===== src/hdl/dstrf_pkg.sv =====
`default_nettype none
package dstrf_pkg;

  localparam int WINDOW_DEPTH_DEFAULT = 10;

  localparam logic [31:0] MPT_RESET   = 32'd20150956;
  localparam logic [30:0] GATE_RESET  = 31'd1310720;
  localparam logic [7:0]  LIMIT_RESET = 8'd20;

  localparam int CFG_INDEX_W = 2;
  localparam logic [CFG_INDEX_W-1:0] REG_METERS_PER_TICK = 2'd0;
  localparam logic [CFG_INDEX_W-1:0] REG_GATE_DISTANCE   = 2'd1;
  localparam logic [CFG_INDEX_W-1:0] REG_ERROR_LIMIT     = 2'd2;

  localparam int TIME_W      = 32;
  localparam int OFFSET_W    = 16;
  localparam int DIST_W      = 32;
  localparam int MPT_W       = 32;
  localparam int OFFSET_FRAC = 26;
  localparam int SCALE_SHIFT = 43;

  // n = (ri - rr) * 2^26 + rr * offset, magnitude below 2^59
  localparam int N_W   = 60;
  localparam int MAG_W = N_W - 1;
  localparam int P1_W  = TIME_W + OFFSET_W;
  localparam int P2_W  = MAG_W + MPT_W;
  localparam int Q_W   = P2_W - SCALE_SHIFT + 1;

  localparam int IN_TDATA_W  = 4 * TIME_W + OFFSET_W;
  localparam int OUT_TDATA_W = 40;

endpackage
`default_nettype wire


===== src/hdl/dstrf_smul.sv =====
`default_nettype none
module dstrf_smul #(
  parameter int AW = 32,
  parameter int BW = 16
) (
  input  logic            clk,
  input  logic            rst,
  input  logic            start,
  input  logic [AW-1:0]   a,
  input  logic [BW-1:0]   b,
  output logic            busy,
  output logic [AW+BW-1:0] p
);

  localparam int CNTW = $clog2(BW + 1);

  logic [AW-1:0]   a_q;
  logic [AW-1:0]   hi;
  logic [BW-1:0]   lo;
  logic [CNTW-1:0] cnt;
  logic [AW:0]     acc;

  assign busy = (cnt != '0);
  assign acc  = {1'b0, hi} + (lo[0] ? {1'b0, a_q} : {(AW + 1){1'b0}});
  assign p    = {hi, lo};

  always_ff @(posedge clk) begin
    if (rst) begin
      cnt <= '0;
    end else if (start) begin
      cnt <= CNTW'(BW);
    end else if (busy) begin
      cnt <= cnt - 1'b1;
    end
  end

  // one multiplier bit per cycle, partial product shifts right into lo
  always_ff @(posedge clk) begin
    if (start) begin
      a_q <= a;
      hi  <= '0;
      lo  <= b;
    end else if (busy) begin
      hi <= acc[AW:1];
      lo <= {acc[0], lo[BW-1:1]};
    end
  end

endmodule
`default_nettype wire


===== src/hdl/dstrf_sdiv.sv =====
`default_nettype none
module dstrf_sdiv #(
  parameter int DW = 36,
  parameter int NW = 4
) (
  input  logic          clk,
  input  logic          rst,
  input  logic          start,
  input  logic [DW-1:0] a,
  input  logic [NW-1:0] d,
  output logic          busy,
  output logic [DW-1:0] q
);

  localparam int CNTW = $clog2(DW + 1);

  logic [NW-1:0]   rem;
  logic [NW-1:0]   d_q;
  logic [DW-1:0]   qa;
  logic [CNTW-1:0] cnt;
  logic [NW:0]     sh;
  logic [NW:0]     sub;
  logic            ge;

  assign busy = (cnt != '0);
  assign sh   = {rem, qa[DW-1]};
  assign ge   = (sh >= {1'b0, d_q});
  assign sub  = sh - {1'b0, d_q};
  assign q    = qa;

  always_ff @(posedge clk) begin
    if (rst) begin
      cnt <= '0;
    end else if (start) begin
      cnt <= CNTW'(DW);
    end else if (busy) begin
      cnt <= cnt - 1'b1;
    end
  end

  // restoring division, one quotient bit per cycle
  always_ff @(posedge clk) begin
    if (start) begin
      rem <= '0;
      d_q <= d;
      qa  <= a;
    end else if (busy) begin
      rem <= ge ? sub[NW-1:0] : sh[NW-1:0];
      qa  <= {qa[DW-2:0], ge};
    end
  end

endmodule
`default_nettype wire


===== src/hdl/ds_twr_range_filter.sv =====
// flow: one exchange at a time; s_tready is high only in the idle state, so a new
//   input transaction is taken only after the previous result is placed on m_tdata
// the bit-serial multipliers (16 and 32 steps) and the bit-serial mean divider set the
//   processing time; a rejected sample skips the mean divider
// reset: synchronous, clears window count, last value, error count and sum;
//   registers return to their defaults, window contents stay undefined
`default_nettype none
module ds_twr_range_filter #(
  parameter int WINDOW_DEPTH = dstrf_pkg::WINDOW_DEPTH_DEFAULT
) (
  input  logic                                  clk,
  input  logic                                  rst,
  input  logic                                  s_tvalid,
  output logic                                  s_tready,
  // poll_sent_time, reply_seen_time, poll_seen_time, reply_sent_time, clock_offset
  input  logic [dstrf_pkg::IN_TDATA_W-1:0]      s_tdata,
  output logic                                  m_tvalid,
  input  logic                                  m_tready,
  // filtered_distance, samples_held, zero fill
  output logic [dstrf_pkg::OUT_TDATA_W-1:0]     m_tdata,
  // rejected
  output logic                                  m_tuser,
  input  logic                                  cfg_valid,
  output logic                                  cfg_ready,
  input  logic [dstrf_pkg::CFG_INDEX_W-1:0]     cfg_index,
  input  logic [31:0]                           cfg_data
);

  localparam int CW = $clog2(WINDOW_DEPTH + 1);
  localparam int PW = $clog2(WINDOW_DEPTH);
  localparam int SW = 32 + $clog2(WINDOW_DEPTH);
  localparam int NW = dstrf_pkg::N_W;
  localparam int MW = dstrf_pkg::MAG_W;
  localparam int QW = dstrf_pkg::Q_W;

  typedef enum logic [15:0] {
    S_IDLE   = 16'h0001,
    S_DELTA  = 16'h0002,
    S_PREP   = 16'h0004,
    S_MUL1   = 16'h0008,
    S_NSGN   = 16'h0010,
    S_NSUM   = 16'h0020,
    S_NABS   = 16'h0040,
    S_MUL2   = 16'h0080,
    S_ROUND  = 16'h0100,
    S_SAT    = 16'h0200,
    S_GATE   = 16'h0400,
    S_UPD    = 16'h0800,
    S_SABS   = 16'h1000,
    S_DSTART = 16'h2000,
    S_DIV    = 16'h4000,
    S_DONE   = 16'h8000
  } state_t;

  state_t state;

  logic [31:0] mpt;
  logic [30:0] gate;
  logic [7:0]  limit;

  logic [31:0]        t_ps, t_rs, t_pr, t_rt;
  logic signed [15:0] off_q;
  logic signed [31:0] ri, rr;
  logic signed [32:0] d;
  logic               neg1, neg2;
  logic signed [NW-1:0] t_prod, n_val;
  logic [QW-1:0]      q_r;
  logic signed [31:0] meas, last, old;
  logic signed [32:0] diff, delta;
  logic signed [SW-1:0] sum;
  logic [SW-1:0]      smag;
  logic               sneg;
  logic [CW-1:0]      count;
  logic [PW-1:0]      wp;
  logic [7:0]         err;
  logic               rej;

  logic signed [31:0] win [WINDOW_DEPTH];

  logic [31:0]                   m1_a;
  logic [15:0]                   m1_b;
  logic                          m1_busy;
  logic [dstrf_pkg::P1_W-1:0]    p1;
  logic [MW-1:0]                 m2_a;
  logic                          m2_busy;
  logic [dstrf_pkg::P2_W-1:0]    p2;
  logic [SW-1:0]                 dv_a;
  logic                          dv_busy;
  logic [SW-1:0]                 dv_q;

  logic               full;
  logic               pass;
  logic               wr_en;
  logic [8:0]         err_inc;
  logic signed [32:0] gate_s;
  logic [PW-1:0]      wp_next;
  logic signed [31:0] result;

  assign s_tready  = (state == S_IDLE);
  assign cfg_ready = 1'b1;

  assign m1_a = rr[31] ? 32'(-rr) : 32'(rr);
  assign m1_b = off_q[15] ? 16'(-off_q) : 16'(off_q);
  assign m2_a = n_val[NW-1] ? MW'(-n_val) : MW'(n_val);
  assign dv_a = smag + SW'(count >> 1);

  always_comb begin
    full    = (count == CW'(WINDOW_DEPTH));
    gate_s  = $signed({2'b00, gate});
    pass    = (diff < gate_s) && (-diff < gate_s);
    wr_en   = (state == S_UPD) && (!full || pass);
    err_inc = {1'b0, err} + 9'd1;
    wp_next = (wp == PW'(WINDOW_DEPTH - 1)) ? '0 : wp + 1'b1;
    result  = rej ? last : 32'(SW'(0) - dv_q);
    if (!rej && !sneg) begin
      result = 32'(dv_q);
    end
  end

  dstrf_smul #(.AW(32), .BW(16)) u_mul_off (
    .clk   (clk),
    .rst   (rst),
    .start (state == S_PREP),
    .a     (m1_a),
    .b     (m1_b),
    .busy  (m1_busy),
    .p     (p1)
  );

  dstrf_smul #(.AW(MW), .BW(dstrf_pkg::MPT_W)) u_mul_scale (
    .clk   (clk),
    .rst   (rst),
    .start (state == S_NABS),
    .a     (m2_a),
    .b     (mpt),
    .busy  (m2_busy),
    .p     (p2)
  );

  dstrf_sdiv #(.DW(SW), .NW(CW)) u_div (
    .clk   (clk),
    .rst   (rst),
    .start (state == S_DSTART),
    .a     (dv_a),
    .d     (count),
    .busy  (dv_busy),
    .q     (dv_q)
  );

  always_ff @(posedge clk) begin
    if (rst) begin
      mpt   <= dstrf_pkg::MPT_RESET;
      gate  <= dstrf_pkg::GATE_RESET;
      limit <= dstrf_pkg::LIMIT_RESET;
    end else if (cfg_valid && cfg_ready) begin
      unique case (cfg_index)
        dstrf_pkg::REG_METERS_PER_TICK: mpt   <= cfg_data;
        dstrf_pkg::REG_GATE_DISTANCE:   gate  <= cfg_data[30:0];
        dstrf_pkg::REG_ERROR_LIMIT:     limit <= cfg_data[7:0];
        default: ;
      endcase
    end
  end

  // window storage, read data registered
  always_ff @(posedge clk) begin
    if (wr_en) begin
      win[wp] <= meas;
    end
    old <= win[wp];
  end

  always_ff @(posedge clk) begin
    if (rst) begin
      state    <= S_IDLE;
      count    <= '0;
      wp       <= '0;
      last     <= '0;
      err      <= '0;
      sum      <= '0;
      m_tvalid <= 1'b0;
    end else begin
      if (m_tvalid && m_tready && state != S_DONE) begin
        m_tvalid <= 1'b0;
      end
      unique case (state)
        S_IDLE: begin
          if (s_tvalid) begin
            state <= S_DELTA;
          end
        end
        S_DELTA:  state <= S_PREP;
        S_PREP:   state <= S_MUL1;
        S_MUL1: begin
          if (!m1_busy) begin
            state <= S_NSGN;
          end
        end
        S_NSGN:   state <= S_NSUM;
        S_NSUM:   state <= S_NABS;
        S_NABS:   state <= S_MUL2;
        S_MUL2: begin
          if (!m2_busy) begin
            state <= S_ROUND;
          end
        end
        S_ROUND:  state <= S_SAT;
        S_SAT:    state <= S_GATE;
        S_GATE:   state <= S_UPD;
        S_UPD: begin
          if (!full) begin
            count <= count + 1'b1;
            wp    <= wp_next;
            sum   <= sum + SW'(meas);
            state <= S_SABS;
          end else if (pass) begin
            wp    <= wp_next;
            sum   <= sum + SW'(delta);
            err   <= '0;
            last  <= meas;
            state <= S_SABS;
          end else begin
            state <= S_DONE;
            if (err_inc > {1'b0, limit}) begin
              err   <= '0;
              count <= '0;
              wp    <= '0;
              sum   <= '0;
            end else begin
              err <= err_inc[7:0];
            end
          end
        end
        S_SABS:   state <= S_DSTART;
        S_DSTART: state <= S_DIV;
        S_DIV: begin
          if (!dv_busy) begin
            state <= S_DONE;
          end
        end
        S_DONE: begin
          if (!m_tvalid || m_tready) begin
            m_tvalid <= 1'b1;
            state    <= S_IDLE;
          end
        end
        default: state <= S_IDLE;
      endcase
    end
  end

  always_ff @(posedge clk) begin
    unique case (state)
      S_IDLE: begin
        t_ps  <= s_tdata[31:0];
        t_rs  <= s_tdata[63:32];
        t_pr  <= s_tdata[95:64];
        t_rt  <= s_tdata[127:96];
        off_q <= s_tdata[143:128];
      end
      S_DELTA: begin
        ri <= t_rs - t_ps;
        rr <= t_rt - t_pr;
      end
      S_PREP: begin
        d    <= 33'(ri) - 33'(rr);
        neg1 <= rr[31] ^ off_q[15];
      end
      S_NSGN:  t_prod <= neg1 ? -NW'(p1) : NW'(p1);
      S_NSUM:  n_val <= (NW'(d) <<< dstrf_pkg::OFFSET_FRAC) + t_prod;
      S_NABS:  neg2 <= n_val[NW-1];
      S_ROUND: begin
        q_r <= QW'(p2[dstrf_pkg::P2_W-1:dstrf_pkg::SCALE_SHIFT])
             + QW'(p2[dstrf_pkg::SCALE_SHIFT-1]);
      end
      S_SAT: begin
        if (neg2) begin
          meas <= (q_r >= QW'(33'h080000000)) ? 32'sh80000000 : 32'(-q_r[31:0]);
        end else begin
          meas <= (q_r > QW'(32'h7fffffff)) ? 32'sh7fffffff : $signed(q_r[31:0]);
        end
      end
      S_GATE: begin
        diff  <= 33'(meas) - 33'(last);
        delta <= 33'(meas) - 33'(old);
      end
      S_UPD:  rej <= full && !pass;
      S_SABS: begin
        smag <= sum[SW-1] ? SW'(-sum) : SW'(sum);
        sneg <= sum[SW-1];
      end
      S_DONE: begin
        if (!m_tvalid || m_tready) begin
          m_tdata <= {4'b0000, 4'(count), result};
          m_tuser <= rej;
        end
      end
      default: ;
    endcase
  end

  a_count_range: assert property (@(posedge clk) disable iff (rst)
    count <= CW'(WINDOW_DEPTH))
    else $error("window count beyond depth");

  a_sum_empty: assert property (@(posedge clk) disable iff (rst)
    (count == '0) |-> (sum == '0))
    else $error("running sum not cleared with empty window");

  a_mul_state: assert property (@(posedge clk) disable iff (rst)
    (m1_busy |-> state == S_MUL1) and (m2_busy |-> state == S_MUL2))
    else $error("multiplier busy outside its state");

  a_div_state: assert property (@(posedge clk) disable iff (rst)
    dv_busy |-> state == S_DIV)
    else $error("divider busy outside its state");

  a_accept_start: assert property (@(posedge clk) disable iff (rst)
    (s_tvalid && s_tready) |=> state == S_DELTA)
    else $error("accepted transaction not started");

endmodule
`default_nettype wire


===== config.mk =====
export PLATFORM = sky130hd
export DESIGN_NAME = ds_twr_range_filter
export DESIGN_NICKNAME = d
export VERILOG_FILES = /design/src/hdl/dstrf_pkg.sv /design/src/hdl/dstrf_smul.sv /design/src/hdl/dstrf_sdiv.sv /design/src/hdl/ds_twr_range_filter.sv
export SDC_FILE = /design/constraint.sdc
export NUM_CORES = 2
export LEC_CHECK = 0
export BUFFER_PORTS_ARGS = -buffer_cell sky130_fd_sc_hd__buf_2
export CAP_MARGIN = 40
export CORE_MARGIN = 5
export CORE_UTILIZATION = 59
export DETAILED_ROUTE_END_ITERATION = 8
export PLACE_DENSITY_LB_ADDON = 0.12
export SYNTH_ARGS = -nofsm -noshare
export SYNTH_HDL_FRONTEND = slang
export SYNTH_HIERARCHICAL = 1
export SYNTH_SLANG_ARGS = --single-unit

===== constraint.sdc =====
create_clock -name clk -period 17.43 [get_ports clk]
set_input_delay 1.743 -clock clk [delete_from_list [all_inputs] [get_ports clk]]
set_output_delay 1.743 -clock clk [all_outputs]
set_load 0.01 [all_outputs]

# == Word-level counts from Yosys, hierarchy flattened ==
# Memory sizes are Yosys's and may differ from the RTL's. A register that Yosys moved wholly into a read port is not among the register bits.
# Index checks and enable logic that the tools add are counted.
# word_totals
reg_bits,1048
mem_bits_rw,320
elab_cells,194
memories,1
# memory_table
memory,depth,width,read_ports,rd_ports_with_merged_regs,wr,line,rtl
win,10,32,1,1,1,ds_twr_range_filter.sv:78,logic signed [31:0] win [WINDOW_DEPTH];
# classes
addsub,27
order_cmp,6
eq_ne,29
mux,49
bitwise,1
n_reduce_logical,32
# ops
op,n
32-bit two-way mux,8
16-bit one-hot mux with 16 select lines,1
36-bit two-way mux,5
16-bit two-way mux,10
59-bit by 60-bit adder with 60-bit output,2
59-bit two-way mux,2
32-bit by 32-bit subtractor with 33-bit output,3
33-bit by 32-bit less-than comparator with 1-bit output,2
32-bit negation,2
32-bit subtractor,2
48-bit negation with 60-bit output,1
59-bit negation,1
48-bit by 1-bit adder with 49-bit output,1
49-bit by 32-bit >= comparator with 1-bit output (second input constant),1
49-bit by 31-bit > comparator with 1-bit output (second input constant),1
48-bit two-way mux,1
36-bit by 3-bit adder with 36-bit output,1
36-bit by 32-bit adder with 36-bit output,1
36-bit by 33-bit adder with 36-bit output,1
36-bit negation,1
35-bit two-way mux,1
32-bit by 33-bit adder with 33-bit output,1
33-bit negation,1
1-bit by 32-bit subtractor with 32-bit output (first input constant),1
49 further kinds,93

# == Depth between registers and ports, before layout ==
# depth
ltp_word,7
ltp_mapped,20
depth_no_buf,19

# == Hierarchy ==
# Netlist, hierarchy kept.
# modules_own_cells
mod,n_inst,cells_each,area_each_um2,seq_area_each_um2
ds_twr_range_filter,1,5267,59369.4,31260.0
dstrf_smul (u_mul_scale),1,976,9246.4,4033.9
dstrf_smul (u_mul_off),1,500,4911.0,2182.1
dstrf_sdiv,1,160,2321.0,1401.3

# == Least setup slack after synthesis ==
# Ideal clock, no wire load.
# synth_timing
path_type,reg-to-reg
start,register diff[0]
end,"memory win[2][0], enable pin"
setup_time_ps,501
t_arrival_ps,7471
t_required_ps,16929
setup_slack_ps,9458
stages_incl_launch_ff,21
synth_period_minus_slack_ps,7972
cell_sequence,edfxtp_1 > inv_1 > ha_1 > or3b_2 > nor4_1 > nand3_1 > nor3_1 > xnor2_1 > ha_1 > a21oi_1 > o21ai_0 > a31oi_1 > o211ai_1 > a221oi_1 > o221a_2 > o31a_1 > clkbuf_1 > nor2_1 > nor2_1 > nand2_1 > nor4_1
# synth_via
elab_chain_len,7
word_cells_on_any_way,8
classes_between,add/sub: 1; order compare: 2; mux: 2; reduce/logical: 3
# synth_lines
item,line,rtl
"start, declared",ds_twr_range_filter.sv:69,"logic signed [32:0] diff, delta;"
"start signal, assigned",ds_twr_range_filter.sv:284,diff <= 33'(meas) - 33'(last);
33-bit negation,ds_twr_range_filter.sv:110,pass = (diff < gate_s) && (-diff < gate_s);
33-bit by 32-bit less-than comparator with 1-bit output,ds_twr_range_filter.sv:110,
1-bit logical AND *,ds_twr_range_filter.sv:110,
1-bit logical OR *,ds_twr_range_filter.sv:111,wr_en = (state == S_UPD) && (!full || pass);
1-bit logical AND *,ds_twr_range_filter.sv:111,
1-bit two-way mux *,ds_twr_range_filter.sv:167,if (wr_en) begin
1-bit two-way mux (implied by the code) *,ds_twr_range_filter.sv:168,win[wp] <= meas;
"end, declared",ds_twr_range_filter.sv:78,
# Mark *: on every way between the ends. The rest lies on a longest branch, timed or not.

# == Worst setup path in the final report ==
# layout_timing
start,register diff[1]
end,"memory win[4][9], enable pin"
# Same word-level chain as after synthesis.

==> impl_results.md <==
* Final nets at between 7000 and 8000
* Unrepaired setup endpoints after global routing: false
* TNS Setup at 0 ns
* NetSw at 0.00407 W
* Ys flop type: edfxtp_1
* Fmax at 168 MHz
* ANT cells at 0
* CP Max Fanout at 27
* Tmin final at 5.97 ns
* Clk buf depth at 3
* Most frequent CP cell: buf_4
* Max cap viols at 0
* Synth Area per Inst at about 11 um2
* Clk_skew at 0.0312 ns
* Clk pwr share at 27.7%
* FP Rows at 131
* Clock slew at reported path FFs at 0.06 ns
* Final Worst Setup Slack at ~11 ns
* CTS tree: done
* I/O Pins at 227
* Synth warnings at 6
* Detailed placement HPWL at approximately 140000 um
* Num CTS Buffers at 151
* 1st-iter DRT viols at 4692
* Largest net degree at the start of global routing at 76
* Final wirelength at 188000 um
* Core area at 128000 um2
* # H-tree levels at 4
* Final hold violation count at 0
* Pleak at about 32 nW
* Crit start category: register
* Worst path required time at 17.85 ns
* Sink Count at 1400
* Slowest stage delay, CP at between 0.7 and 0.8 ns
* Seq pwr share at about two fifths
* Final Max Slew Viols at 0
* Clk Latency, worst-skew pair at 0.79 ns
* Hold buffers post-CTS at 0
* Clk root buf: clkbuf_16
* Internal power at 0.00773 W
* Post-synth EDFFs at 1084
* Post-synthesis sequential area ratio at between 50 and 60%
* Gr usage total at 27.2%
* Final antenna-violating net count at 0
* VDD IR max at 0.289 mV
* Setup bufs post-CTS at 0
* Worst Path Arrival at between 6 and 7 ns
* Routability cong. at 0.902
* Final period utilization at 34.2%
* Area growth syn-to-layout at 11.1%
* Synthesized flop and latch total at 1400
* Post-Syn Area at about 76000 um2
* Async set-reset flop share out of synthesis at 0%
* CP endpoint kind: register
* Hold Path Class: register to register
* Critical path cell sequence: inv_1 -> ha_1 -> or3b_2 -> nor4_1 -> buf_4 -> nand3_1 -> nor3_1 -> xnor2_1 -> ha_1 -> a21oi_1 -> o21ai_0 -> a31oi_1 -> o211ai_1 -> a221oi_1 -> o221a_2 -> o31a_1 -> buf_4 -> o21ai_1 -> nor4_2 -> buf_4
* DRC Markers at 0
* Drt first pass iters at 6
* First-pass GRT wire length at 292000 um
* Die width at between 300 and 400 um
* Distinct cells, synth at roughly 100
* CTS resizes at 0
* Die Y at ~370 um
* Critical path's slowest cell: nor4_2
* Sw frac at around 34%
* Finish-stage setup viols at 0
* Initial antenna violation count at 3
* Combinational power share at roughly a third
* Kind of critical path: register to register
* Place WS at 11.49 ns
* Port bufs at 221
* Cells after Synth at 6903
* Wire per inst at 21.0 um
* Slew @ Worst Pin at 0.930 ns
* Status: finished, final reports clean
* Fraction of final layout cells sized beyond drive strength 1 at 11.0%
* Grt total ovfl at 0
* Vias per inst at between 6 and 7
* Vias in the first global route at approximately 52000
* Cell Pwr Density at 140 nW/um2
* Vias at 54100
* Rel. slew slack at 38.0%
* Die Area at around 140000 um2
* Initial Utilization at 59.4%
==> stage by stage <==
stage / hold slack (ns) / cells / utilization [%] / total power [W] / instance area, um2
floorplan: 0.400 / 6906 / - / 0.00747 / 75900
CTS: 0.416 / 8937 / 66.0 / 0.0118 / 84300
finish: 0.416 / 8937 / 66.0 / 0.0118 / 84300
global placement: 0.404 / 8647 / 61.8 / 0.00844 / 78900
global route: 0.425 / 8937 / 66.0 / 0.0125 / 84300
detailed placement: 0.405 / 8658 / 62.0 / 0.00853 / 79200
==> worst paths after layout <==
kind | from | endpoint | slack [ns] | cells past startpoint
setup / recovery | diff[1]$_DFFE_PP_ | win[4][9]$_DFFE_PP_ | 11.46 | 20
hold reg to reg | t_prod[17]$_DFFE_PP_ | n_val[17]$_DFFE_PP_ | 0.42 | 0
hold / removal | t_prod[17]$_DFFE_PP_ | n_val[17]$_DFFE_PP_ | 0.42 | 0
setup reg to reg | diff[1]$_DFFE_PP_ | win[4][9]$_DFFE_PP_ | 11.46 | 20
==> kinds of logic after synthesis <==
group / Yosys count / share of synthesized area, %
xor gates and xnor gates: 614 / 7.09
DFF: 1400 / 51.3
other: 2 / 0.00990
adders and majority gates: 456 / 7.64
and+or+nand+nor: 2003 / 13.1
buffers and inverters: 585 / 2.98
muxes: 227 / 4.19
AOI/OAI and AO/OA: 1616 / 13.7
==> layout by cell type, fill, tap and decap left out, drive strengths merged, types with 88 or more instances in the layout <==
master	n
a211oi	88
a21o	146
a21oi	490
and2	156
buf	322
clkbuf	195
dfxtp	316
edfxtp	1084
ha	444
inv	365
nand2	605
nand3	150
nor2	398
nor3	142
o21ai	376
o31ai	88
xnor2	456
xor2	158
==> area by class of cell <==
type / count / area, um2
repair buffers: 322 / 2020
clock inverters: 84 / 1070
flip-flops and latches: 1400 / 38900
clock buffers: 195 / 4050
inverters: 353 / 1330
fillers: 9809 / 43400
multi-input cells: 4921 / 34800
well taps: 1662 / 2080
==> cell usage after synthesis, drive strengths merged, types with 14 or more instances <==
| master | n | area [um2] |
|---|---|---|
| o41ai | 30 | 270 |
| or4 | 54 | 422 |
| o31ai | 88 | 679 |
| nor4 | 51 | 334 |
| nand4 | 73 | 457 |
| nand2b | 69 | 432 |
| nor2 | 398 | 1490 |
| nor3 | 142 | 721 |
| mux2 | 84 | 946 |
| mux2i | 79 | 791 |
| ha | 444 | 5560 |
| or2 | 29 | 181 |
| nor2b | 56 | 350 |
| nand3b | 16 | 120 |
| and2 | 156 | 978 |
| a221oi | 28 | 245 |
| buf | 45 | 229 |
| and3 | 57 | 357 |
| o211ai | 25 | 188 |
| a41oi | 14 | 123 |
| xor2 | 158 | 1380 |
| o21ai | 376 | 1880 |
| a31oi | 35 | 219 |
| nand2 | 605 | 2270 |
| or3 | 82 | 544 |
| o21bai | 38 | 289 |
| clkbuf | 187 | 702 |
| o31a | 15 | 131 |
| nor3b | 28 | 215 |
| edfxtp | 1084 | 32600 |
| inv | 353 | 1330 |
| dfxtp | 316 | 6330 |
| a21o | 146 | 1100 |
| mux4 | 64 | 1440 |
| xnor2 | 456 | 3990 |
| o21a | 63 | 473 |
| o311ai | 21 | 184 |
| a21oi | 490 | 2460 |
| a211oi | 88 | 683 |
| a21boi | 18 | 139 |
| nand3 | 150 | 751 |
==> worst max-delay path, delay by kind of cell (launching register included) <==
kind / cells / cell delay, ns
compound gates: 8 / 1.55
simple gates: 5 / 1.85
xor+xnor: 1 / 0.15
fa+ha+maj: 2 / 0.44
buf+inv: 4 / 1.14
flops: 1 / 0.43
==> layer usage <==
metal,vias up,wire length (um),track usage [%]
met5,-,34,0
met4,4,7510,10.7
met3,322,12400,4.25
met2,1735,84200,42.5
met1,26000,83600,38.6
li1,26100,-,-
==> sequential cells by signal, indices dropped and copies added (netlist names), 33 cells and up <==
signal / flops
q_r: 49
u_div/q: 36
m_tdata: 36
d: 33
smag: 36
sum: 36
u_mul_scale/a_q: 59
delta: 33
diff: 33
n_val: 60
t_prod: 60
u_mul_scale/hi: 59
win: 320
==> power groups by stage <==
stage,clock (W),sequential (W),combinational [W]
after floorplan,0,0.00463,0.00284
after CTS,0.00334,0.00472,0.00378
after detailed placement,0,0.00479,0.00374
after global routing,0.00349,0.00478,0.00420
after global placement,0,0.00478,0.00366
final,0.00327,0.00473,0.00380
No activity file was read; power rests on OpenSTA's default activity.
